==> src/sv/ppct_pkg.sv <==
package ppct_pkg;

  localparam int COORD_BITS_DEF = 12;
  localparam int OUT_COORD_W    = 12;
  localparam int LIMIT_W        = 13;
  localparam int CFG_IDX_W      = 2;

  // status and header bit positions
  localparam int STATUS_FULL_BIT = 0;
  localparam int STATUS_AUX_BIT  = 5;
  localparam int HDR_SYNC_BIT    = 3;

  localparam int RESET_X      = 400;
  localparam int RESET_Y      = 300;
  localparam int RESET_WIDTH  = 800;
  localparam int RESET_HEIGHT = 600;

  localparam logic [CFG_IDX_W-1:0] CFG_ENABLE = 2'd0;
  localparam logic [CFG_IDX_W-1:0] CFG_WIDTH  = 2'd1;
  localparam logic [CFG_IDX_W-1:0] CFG_HEIGHT = 2'd2;

  typedef struct packed {
    logic [7:0] status_byte;
    logic [7:0] data_byte;
  } in_beat_t;

  typedef struct packed {
    logic [OUT_COORD_W-1:0] cursor_x;
    logic [OUT_COORD_W-1:0] cursor_y;
    logic [2:0]             button_bits;
    logic                   byte_taken;
    logic                   packet_done;
  } out_beat_t;

  // command from the packet assembler to the cursor unit
  typedef struct packed {
    logic       taken;
    logic       done;
    logic [7:0] dx;
    logic [7:0] dy;
    logic [2:0] buttons;
  } cmd_t;

  typedef struct packed {
    logic push;
    logic pop;
  } q_ctl_t;

  typedef struct packed {
    logic full;
    logic empty;
  } q_stat_t;

endpackage

==> src/sv/ppct_front.sv <==
module ppct_front (
  input  logic              clk,
  input  logic              rst_n,
  input  logic              enable,
  input  logic              accept,
  input  ppct_pkg::in_beat_t in_data,
  output ppct_pkg::cmd_t     cmd
);
  import ppct_pkg::*;

  typedef enum logic [1:0] {
    POS_HEADER = 2'd0,
    POS_DX     = 2'd1,
    POS_DY     = 2'd2
  } pos_t;

  pos_t       pos_r, pos_nxt;
  logic [7:0] header_r, header_nxt;
  logic [7:0] dx_r, dx_nxt;
  logic       taken;

  assign taken = enable && in_data.status_byte[STATUS_AUX_BIT]
                        && in_data.status_byte[STATUS_FULL_BIT];

  always_comb begin
    pos_nxt     = pos_r;
    header_nxt  = header_r;
    dx_nxt      = dx_r;
    cmd.taken   = taken;
    cmd.done    = 1'b0;
    cmd.dx      = dx_r;
    cmd.dy      = in_data.data_byte;
    cmd.buttons = header_r[2:0];
    if (taken) begin
      unique case (pos_r)
        POS_DX: begin
          dx_nxt  = in_data.data_byte;
          pos_nxt = POS_DY;
        end
        POS_DY: begin
          cmd.done = 1'b1;
          pos_nxt  = POS_HEADER;
        end
        default: begin
          // header without sync is dropped, wait for another
          header_nxt = in_data.data_byte;
          pos_nxt    = in_data.data_byte[HDR_SYNC_BIT] ? POS_DX : POS_HEADER;
        end
      endcase
    end
  end

  always_ff @(posedge clk) begin
    if (!rst_n) begin
      pos_r    <= POS_HEADER;
      header_r <= '0;
      dx_r     <= '0;
    end else if (accept) begin
      pos_r    <= pos_nxt;
      header_r <= header_nxt;
      dx_r     <= dx_nxt;
    end
  end

endmodule

==> src/sv/ppct_queue.sv <==
module ppct_queue (
  input  logic              clk,
  input  logic              rst_n,
  input  ppct_pkg::q_ctl_t  ctl,
  input  ppct_pkg::cmd_t    wr_cmd,
  output ppct_pkg::cmd_t    rd_cmd,
  output ppct_pkg::q_stat_t stat
);
  import ppct_pkg::*;

  cmd_t       slot_r [2];
  logic       wr_ptr_r, rd_ptr_r;
  logic [1:0] count_r;

  assign stat.full  = (count_r == 2'd2);
  assign stat.empty = (count_r == 2'd0);
  assign rd_cmd     = slot_r[rd_ptr_r];

  always_ff @(posedge clk) begin
    if (ctl.push) slot_r[wr_ptr_r] <= wr_cmd;
  end

  always_ff @(posedge clk) begin
    if (!rst_n) begin
      wr_ptr_r <= 1'b0;
      rd_ptr_r <= 1'b0;
      count_r  <= 2'd0;
    end else begin
      if (ctl.push) wr_ptr_r <= ~wr_ptr_r;
      if (ctl.pop)  rd_ptr_r <= ~rd_ptr_r;
      unique case ({ctl.push, ctl.pop})
        2'b10:   count_r <= count_r + 2'd1;
        2'b01:   count_r <= count_r - 2'd1;
        default: count_r <= count_r;
      endcase
    end
  end

endmodule

==> src/sv/ppct_back.sv <==
module ppct_back #(
  parameter int COORD_BITS = ppct_pkg::COORD_BITS_DEF
) (
  input  logic                          clk,
  input  logic                          rst_n,
  input  logic [ppct_pkg::LIMIT_W-1:0]  screen_width,
  input  logic [ppct_pkg::LIMIT_W-1:0]  screen_height,
  input  logic                          q_empty,
  input  ppct_pkg::cmd_t                cmd,
  output logic                          q_pop,
  output logic                          out_valid,
  input  logic                          out_stall,
  output ppct_pkg::out_beat_t           out_data
);
  import ppct_pkg::*;

  // signed working width: holds coordinate plus an 8-bit step, and any limit
  localparam int SW = (COORD_BITS + 2 > LIMIT_W + 1) ? COORD_BITS + 2 : LIMIT_W + 1;

  logic [COORD_BITS-1:0] pos_x_r, pos_y_r, pos_x_nxt, pos_y_nxt;
  logic [2:0]            buttons_r, buttons_nxt;
  logic                  out_valid_r;
  out_beat_t             out_data_r, out_data_nxt;
  logic signed [SW-1:0]  nx, ny;

  function automatic logic [COORD_BITS-1:0] clamp(input logic signed [SW-1:0] v,
                                                  input logic [LIMIT_W-1:0] lim);
    logic signed [SW-1:0] l;
    logic signed [SW-1:0] top;
    top = SW'(1) <<< COORD_BITS;
    l   = $signed(SW'(lim));
    if (lim == '0) l = SW'(1);
    if (l > top)   l = top;
    if (v < 0)           clamp = '0;
    else if (v >= l)     clamp = COORD_BITS'(l - SW'(1));
    else                 clamp = COORD_BITS'(v);
  endfunction

  assign q_pop = !q_empty && (!out_valid_r || !out_stall);

  assign nx = $signed(SW'(pos_x_r)) + SW'($signed(cmd.dx));
  assign ny = $signed(SW'(pos_y_r)) - SW'($signed(cmd.dy));

  always_comb begin
    pos_x_nxt   = pos_x_r;
    pos_y_nxt   = pos_y_r;
    buttons_nxt = buttons_r;
    if (cmd.done) begin
      pos_x_nxt   = clamp(nx, screen_width);
      pos_y_nxt   = clamp(ny, screen_height);
      buttons_nxt = cmd.buttons;
    end
    out_data_nxt.cursor_x    = OUT_COORD_W'(pos_x_nxt);
    out_data_nxt.cursor_y    = OUT_COORD_W'(pos_y_nxt);
    out_data_nxt.button_bits = buttons_nxt;
    out_data_nxt.byte_taken  = cmd.taken;
    out_data_nxt.packet_done = cmd.done;
  end

  always_ff @(posedge clk) begin
    if (!rst_n) begin
      pos_x_r     <= COORD_BITS'(RESET_X);
      pos_y_r     <= COORD_BITS'(RESET_Y);
      buttons_r   <= '0;
      out_valid_r <= 1'b0;
    end else begin
      if (q_pop) begin
        pos_x_r     <= pos_x_nxt;
        pos_y_r     <= pos_y_nxt;
        buttons_r   <= buttons_nxt;
        out_valid_r <= 1'b1;
      end else if (!out_stall) begin
        out_valid_r <= 1'b0;
      end
    end
  end

  always_ff @(posedge clk) begin
    if (q_pop) out_data_r <= out_data_nxt;
  end

  assign out_valid = out_valid_r;
  assign out_data  = out_data_r;

endmodule

==> src/sv/pointer_packet_cursor_tracker.sv <==
// Pointer packet cursor tracker.
// Input channel (in_valid/in_stall/in_data): one beat carries a controller
// status byte and a data byte. Every accepted beat gives exactly one result
// beat on the output channel (out_valid/out_stall/out_data) with the cursor,
// latched buttons and the byte_taken / packet_done flags, in order.
// Configuration: cfg_we with cfg_index (0 enable, 1 width, 2 height) and
// cfg_data, written only while the block is idle; the user must keep to
// this, the block does not enforce it. An accepted beat is queued, then
// popped into the output register. One beat per cycle while out_stall is
// low: the cursor add and clamp are combinational, so the output register
// refills every cycle. A two-entry queue sits between the packet assembler
// and the cursor unit; when the receiver stalls the output register holds,
// the queue fills and in_stall rises once it is full. in_stall never waits
// on a state machine. Synchronous reset (rst_n low): queue and output
// emptied, cursor to (400,300), buttons cleared, assembler back to header
// position, enable 0, width 800, height 600.
module pointer_packet_cursor_tracker #(
  parameter int COORD_BITS = ppct_pkg::COORD_BITS_DEF
) (
  input  logic                           clk,
  input  logic                           rst_n,
  input  logic                           in_valid,
  output logic                           in_stall,
  input  ppct_pkg::in_beat_t             in_data,
  output logic                           out_valid,
  input  logic                           out_stall,
  output ppct_pkg::out_beat_t            out_data,
  input  logic                           cfg_we,
  input  logic [ppct_pkg::CFG_IDX_W-1:0] cfg_index,
  input  logic [ppct_pkg::LIMIT_W-1:0]   cfg_data
);
  import ppct_pkg::*;

  logic               enable_r;
  logic [LIMIT_W-1:0] width_r, height_r;
  logic               accept;
  cmd_t               front_cmd, head_cmd;
  q_ctl_t             q_ctl;
  q_stat_t            q_stat;
  logic               q_pop;

  // config registers; an index beyond the list is ignored
  always_ff @(posedge clk) begin
    if (!rst_n) begin
      enable_r <= 1'b0;
      width_r  <= LIMIT_W'(RESET_WIDTH);
      height_r <= LIMIT_W'(RESET_HEIGHT);
    end else if (cfg_we) begin
      unique case (cfg_index)
        CFG_ENABLE: enable_r <= cfg_data[0];
        CFG_WIDTH:  width_r  <= cfg_data;
        CFG_HEIGHT: height_r <= cfg_data;
        default:    ;
      endcase
    end
  end

  // input side only backs up on a full queue
  assign in_stall = q_stat.full;
  assign accept   = in_valid && !in_stall;

  assign q_ctl.push = accept;
  assign q_ctl.pop  = q_pop;

  ppct_front u_front (
    .clk     (clk),
    .rst_n   (rst_n),
    .enable  (enable_r),
    .accept  (accept),
    .in_data (in_data),
    .cmd     (front_cmd)
  );

  ppct_queue u_queue (
    .clk    (clk),
    .rst_n  (rst_n),
    .ctl    (q_ctl),
    .wr_cmd (front_cmd),
    .rd_cmd (head_cmd),
    .stat   (q_stat)
  );

  ppct_back #(
    .COORD_BITS (COORD_BITS)
  ) u_back (
    .clk           (clk),
    .rst_n         (rst_n),
    .screen_width  (width_r),
    .screen_height (height_r),
    .q_empty       (q_stat.empty),
    .cmd           (head_cmd),
    .q_pop         (q_pop),
    .out_valid     (out_valid),
    .out_stall     (out_stall),
    .out_data      (out_data)
  );

endmodule
==> config.mk <==
export PLATFORM = sky130hd
export DESIGN_NAME = pointer_packet_cursor_tracker
export DESIGN_NICKNAME = d
export VERILOG_FILES = /design/src/sv/ppct_pkg.sv /design/src/sv/ppct_front.sv /design/src/sv/ppct_queue.sv /design/src/sv/ppct_back.sv /design/src/sv/pointer_packet_cursor_tracker.sv
export SDC_FILE = /design/constraint.sdc
export NUM_CORES = 1
export LEC_CHECK = 0
export ABC_CLOCK_PERIOD_IN_PS = 5500
export BUFFER_PORTS_ARGS = -buffer_cell sky130_fd_sc_hd__buf_2
export CAP_MARGIN = 20
export CORE_MARGIN = 2
export CORE_UTILIZATION = 45
export DETAILED_ROUTE_END_ITERATION = 10
export PLACE_DENSITY_LB_ADDON = 0.3
export SLEW_MARGIN = 40
export SYNTH_ARGS = -nofsm -noshare
export SYNTH_HDL_FRONTEND = slang
export SYNTH_SLANG_ARGS = --single-unit
==> constraint.sdc <==
create_clock -name clk -period 5.5 [get_ports clk]
set_input_delay 0.55 -clock clk [delete_from_list [all_inputs] [get_ports clk]]
set_output_delay 0.55 -clock clk [all_outputs]
set_load 0.01 [all_outputs]
## Yosys cells after proc, flatten, opt, wreduce, memory -nomap -nowiden

Memory sizes are Yosys's and may differ from the RTL's. A register that Yosys moved wholly into a read port is not among the register bits.
Cells that the tools add are included.

| operators by class | value |
|---|---|
| add/sub/neg operators | 6 |
| multipliers | 0 |
| div/mod/pow operators | 0 |
| $lt $le $gt $ge | 6 |
| eq/ne operators | 8 |
| shifts and indexed selects | 0 |
| muxes and demuxes | 26 |
| bitwise operators | 3 |
| reduce and logical (&&, ||, !) cells | 21 |

Operator list:

| operator | count |
|---|---|
| 14-bit 2-to-1 mux | 6 |
| 12-bit 2-to-1 mux | 6 |
| 14-bit greater-or-equal comparator | 2 |
| 14-bit greater-than comparator, second input constant | 2 |
| 14-bit by 1-bit < comparator with 1-bit output, second input constant | 2 |
| 13-bit zero test | 2 |
| 13-bit 2-to-1 mux | 2 |
| 12-bit by 2-bit subtractor with 12-bit output, second input constant | 2 |
| 13-bit by 8-bit adder with 14-bit output | 1 |
| 13-bit by 8-bit subtractor with 14-bit output | 1 |
| 1-bit 2-to-1 mux | 9 |
| 2-bit == test, second input constant | 4 |
| 2-bit case mux with 2 select lines | 2 |
| 2-bit AND reduction | 4 |
| 2-bit by 1-bit == test with 1-bit output, second input constant | 3 |
| 3-bit AND reduction | 2 |
| 1-bit logical AND | 4 |
| 1-bit zero test | 4 |
| 2-bit zero test | 2 |
| 3-bit 2-to-1 mux | 1 |
| 1-bit inverter | 3 |
| 2-bit by 1-bit adder with 2-bit output, second input constant | 1 |
| 2-bit by 1-bit != test with 1-bit output, second input constant | 1 |
| 2-bit nonzero test | 1 |
| 3 further kinds | 3 |

| storage, ports and cells | value |
|---|---|
| register bits after elaboration | 101 |
| bits in latches | 0 |
| bits in writable memories | 42 |
| ROM bits | 0 |
| input port bits | 36 |
| output and inout port bits | 31 |
| word-level logic and storage cells | 89 |
| memories kept | 1 |

Memories:

| memory | depth | width | read ports | clocked after Yosys merged registers in | wr ports | line | source |
|---|---|---|---|---|---|---|---|
| u_queue.slot_r | 2 | 21 | 1 | 1 | 1 | ppct_queue.sv:11 | `cmd_t slot_r [2];` |

## Depth between registers and ports, before layout

| logic depth | value |
|---|---|
| word-level depth | 10 |
| mapped depth | 20 |
| mapped depth without buffers | 17 |

## By module

Synthesis repeated with hierarchy kept, for this count alone.

| second synthesis, totals | value |
|---|---|
| cells, all modules | 816 |
| area total of the unflattened synthesis | 8239.2 um^2 |

By module, submodules not included:

| module | instances | cells each | area an instance (um^2) | seq. area each (um^2) |
|---|---|---|---|---|
| ppct_back | 1 | 545 | 4773.3 | 1431.4 |
| ppct_queue | 1 | 87 | 1724.2 | 1361.3 |
| pointer_packet_cursor_tracker | 1 | 114 | 1111.1 | 540.5 |
| ppct_front | 1 | 70 | 630.6 | 260.2 |

## Worst setup path before layout

No wires, ideal clock.

| path | value |
|---|---|
| kind | register to register |
| start point | register with a tool-made name |
| end point | register u_back.out_data_r (netlist bit u_back.out_data[16]), data pin |
| setup time | 0.268 ns |
| arrival | 4.184 ns |
| required time | 5.232 ns |
| slack | 1.048 ns |
| cell stages (with the launch flop) | 20 |
| path buffers | 3 |
| period minus slack after synthesis | 4.452 ns |
| cells stage by stage | dfxtp_1 buf_2 buf_1 mux2i_1 inv_1 fa_1 nor2b_1 o31a_1 o21ai_0 o211a_1 nor2b_1 o21bai_1 xor2_1 ha_1 nand4_1 a21oi_1 a221oi_1 buf_2 mux2i_1 o31ai_1 |

RTL lines:

| what | line | source |
|---|---|---|
| to (signal assigned) | ppct_back.sv:79 | `if (q_pop) out_data_r <= out_data_nxt;` |
| to (decl) | ppct_back.sv:23 | `out_beat_t out_data_r, out_data_nxt;` |

==> results_dict.tcl <==
set metrics [dict create \
    status "finished clean" \
    p_seq_share_pct 28.9 \
    n_fill_cell 1695 \
    numPortBuffers 60 \
    cts.repair.resized 0 \
    root_buffer "clkbuf_16" \
    cp-end-kind "flip-flop" \
    grt_max_degree 59 \
    p_per_area_nw_per_um2 575 \
    async_flop_share_pct 0 \
    finClkSkew_ns 0.0121 \
    clk_pin_slew_worst_paths_ns 0.06 \
    relSlewSlack_pct 49.5 \
    initialDrtViolationCount 440 \
    syn_inst 857 \
    area_growth_pct 13.5 \
    p_int_w 0.00314 \
    period_share_pct 89.5 \
    drive_gt1_share_pct 13.9 \
    gp_congestion 0.876 \
    arrival_ns 5.17 \
    grt_util_met2_pct 28.8 \
    power.leakage_nw 3.62 \
    path_max_fanout 11 \
    power_switching_w 0.00218 \
    seq_area_um2 3590 \
    final_nets 1010 \
    finalSetupTns_ns 0 \
    grt.total_usage_pct 19.8 \
    cts_setup_buffers 0 \
    dp.final_hpwl_um 13800 \
    layout_commonest_cell "nand2_1" \
    viasPerCell 5.52 \
    worstMarginPinSlew_ns 0.750 \
    syn_area_per_cell_um2 9.52 \
    h-tree-depth 4 \
    pre_cts_ws_ns 0.656 \
    start_util_pct 45.6 \
    cp_common_cell "ha_1" \
    cts.sinks 144 \
    wl_per_cell_um 16.1 \
    die_height_um 139 \
    drcViolationCount 0 \
    tritoncts "done" \
    cp.buffers_inverters 0 \
    rows 49 \
    cts_made_buffers 17 \
    ys_seq_area_share_pct 44.0 \
    dr.pass1.iters 5 \
    critPathRequiredTime_ns 5.74 \
    clk_latency_ns 0.42 \
    wl_um 18600 \
    crit_chain "mux2i_1, ha_1, nor2b_1, o31a_1, o32ai_1, xnor2_1, ha_1, a2111oi_0, o221ai_1, a221o_1, o2111ai_1, o21ai_0, o31ai_1" \
    start_kind "flip-flop" \
    num_vias 6392 \
    cpPeakStageDelay_ns 0.61 \
    ys_ff_latch 144 \
    switching_share_pct 41.0 \
    min_period_ns 4.92 \
    multi_input_area_um2 4340 \
    hold_violations 0 \
    finalSetupViolations 0 \
    ctsHoldBuffers 0 \
    layout_setup_ws_ns 0.576 \
    rsz0062_at_grt "false" \
    criticalPathCategory "flip-flop to flip-flop" \
    synth.cell_area_um2 8160 \
    max-cap-violations 0 \
    die_x_um 139 \
    yosys_warnings 0 \
    path_delay_family "compound AO/OA/AOI/OAI gates" \
    io_pins 67 \
    drv_slew 0 \
    fmax_ghz 0.203 \
    hp-class "input pin to flip-flop" \
    syn_nets 953 \
    busiest_layer "met1" \
    grt_pass1_vias 5801 \
    grtUsageMet1_pct 29.1 \
    pwr-share-comb_pct 51.6 \
    clock_power_share_pct 19.4 \
    cp_slowest_cell "dfxtp_1" \
    synth_ff_type "dfxtp_1" \
    grt_pass1_wl_um 30300 \
    grt_remaining_overflow 0 \
    clockBufferDepth 2 \
    coreArea_um2 17900 \
    fp.dieArea_um2 19200 \
    final_cell_mix "nand2_1 (149), dfxtp_1 (73), edfxtp_1 (71)" \
    synth_edf_count 71 \
    ys_types 67 \
    postRouteAntennaNets 0 \
    peakVddDrop_mv 0.298 \
    grt_use_met3_pct 5.21 \
    grt_antenna_before_repair 4 \
]
worst paths after layout:
path,slack (ns),startpoint,endpoint,cells past startpoint
max,0.58,flip-flop,u_back.out_data[8],13
min,0.34,in_data[5],u_queue.slot_r[0][8],1
max reg2reg,0.58,flip-flop,u_back.out_data[8],13
min reg2reg,0.45,u_front.dx_r[3],u_queue.slot_r[0][14],0
power groups by stage:
stage / clock network [W] / logic (W) / registers, W
finish: 0.00103 / 0.00275 / 0.00154
global route: 0.00110 / 0.00307 / 0.00157
CTS: 0.00106 / 0.00274 / 0.00154
detailed placement: 0 / 0.00271 / 0.00156
global placement: 0 / 0.00268 / 0.00156
floorplan: 0 / 0.00195 / 0.00160
cells in the mapped netlist (all sizes together) (2+ instances only):
cell     count  area [um^2]
fa           2         40.0
nor2        43          161
a2111oi      2         17.5
o211ai      14          105
dfxtp       73         1460
o21a         9         67.6
nand2b       6         37.5
a21boi      33          248
xor2         6         52.6
nor2b       14         87.6
nand3       30          150
and2         7         43.8
or2          7         43.8
o31a         2         17.5
mux2        12          135
o31ai       23          186
o21ai       48          240
buf          7         35.0
a311oi       2         17.5
edfxtp      71         2130
a221o        2         20.0
a211oi       7         52.6
o22ai        2         12.5
nand4        3         18.8
clkbuf      28          105
a31oi        4         25.0
a21o         9         67.6
a21oi       37          189
or4          4         33.8
mux2i       29          290
o21bai       2         15.0
ha          58          726
or3          6         37.5
nor4         3         33.8
nor3b        2         15.0
inv         28          105
nand2      149          559
and3         3         18.8
xnor2       22          193
a211o        2         17.5
a22o         8         70.1
o211a        3         30.0
nor3        18         95.1
nand3b       4         30.0
stage by stage:
step                      power, W  utilization (%)  std cells  cell area (um^2)  hold WS (ns)
final                      0.00532             51.7       1159              9260         0.338
after global routing       0.00574             51.7       1158              9260         0.320
after CTS                  0.00534             51.7       1156              9250         0.315
after detailed placement   0.00427             48.7       1124              8730         0.442
after global placement     0.00424             48.7       1124              8720         0.435
after floorplan            0.00355                -        857              8160         0.425
registers in the layout (all words and copies together) (netlist names), named ones only:
| name | flops |
|---|---|
| enable_r | 1 |
| height_r | 13 |
| u_back.buttons_r | 3 |
| u_back.out_data | 29 |
| u_back.out_valid | 1 |
| u_back.pos_x_r | 12 |
| u_back.pos_y_r | 12 |
| u_front.dx_r | 8 |
| u_front.header_r | 3 |
| u_front.pos_r | 2 |
| u_queue.count_r | 2 |
| u_queue.rd_ptr_r | 1 |
| u_queue.slot_r | 42 |
| u_queue.wr_ptr_r | 1 |
| width_r | 13 |
area by class of cell:
class / instances / area share [%]
diodes: 3 / 0.0811
flip-flops and latches: 144 / 38.8
inverters: 29 / 1.18
repair buffers: 73 / 4.32
clock buffers: 21 / 4.76
clock inverters: 11 / 0.892
well taps: 229 / 3.09
multi-input cells: 649 / 46.9
cell families after synthesis:
| family | synth area share, % |
|---|---|
| AO/OA/AOI/OAI | 18.2 |
| XOR/XNOR | 3.01 |
| adder cells (fa/ha/maj) | 9.39 |
| buffers and inverters | 3.05 |
| flip-flops | 44.0 |
| multiplexers | 5.21 |
| AND/OR/NAND/NOR | 17.1 |
worst reg2reg max path, cell delays in order, from the launching register on:
cell	delay, ns
dfxtp_1	0.61
mux2i_1	0.45
ha_1	0.31
nor2b_1	0.14
o31a_1	0.29
o32ai_1	0.47
xnor2_1	0.23
ha_1	0.30
a2111oi_0	0.44
o221ai_1	0.28
a221o_1	0.57
o2111ai_1	0.20
o21ai_0	0.22
o31ai_1	0.25
metal layers:
metal	vias up	routed length (um)
met1	2961	9300
met3	24	1100
li1	3249	-
met2	156	7920
met5	-	12
met4	2	295
(Power assumes the default switching activity.)
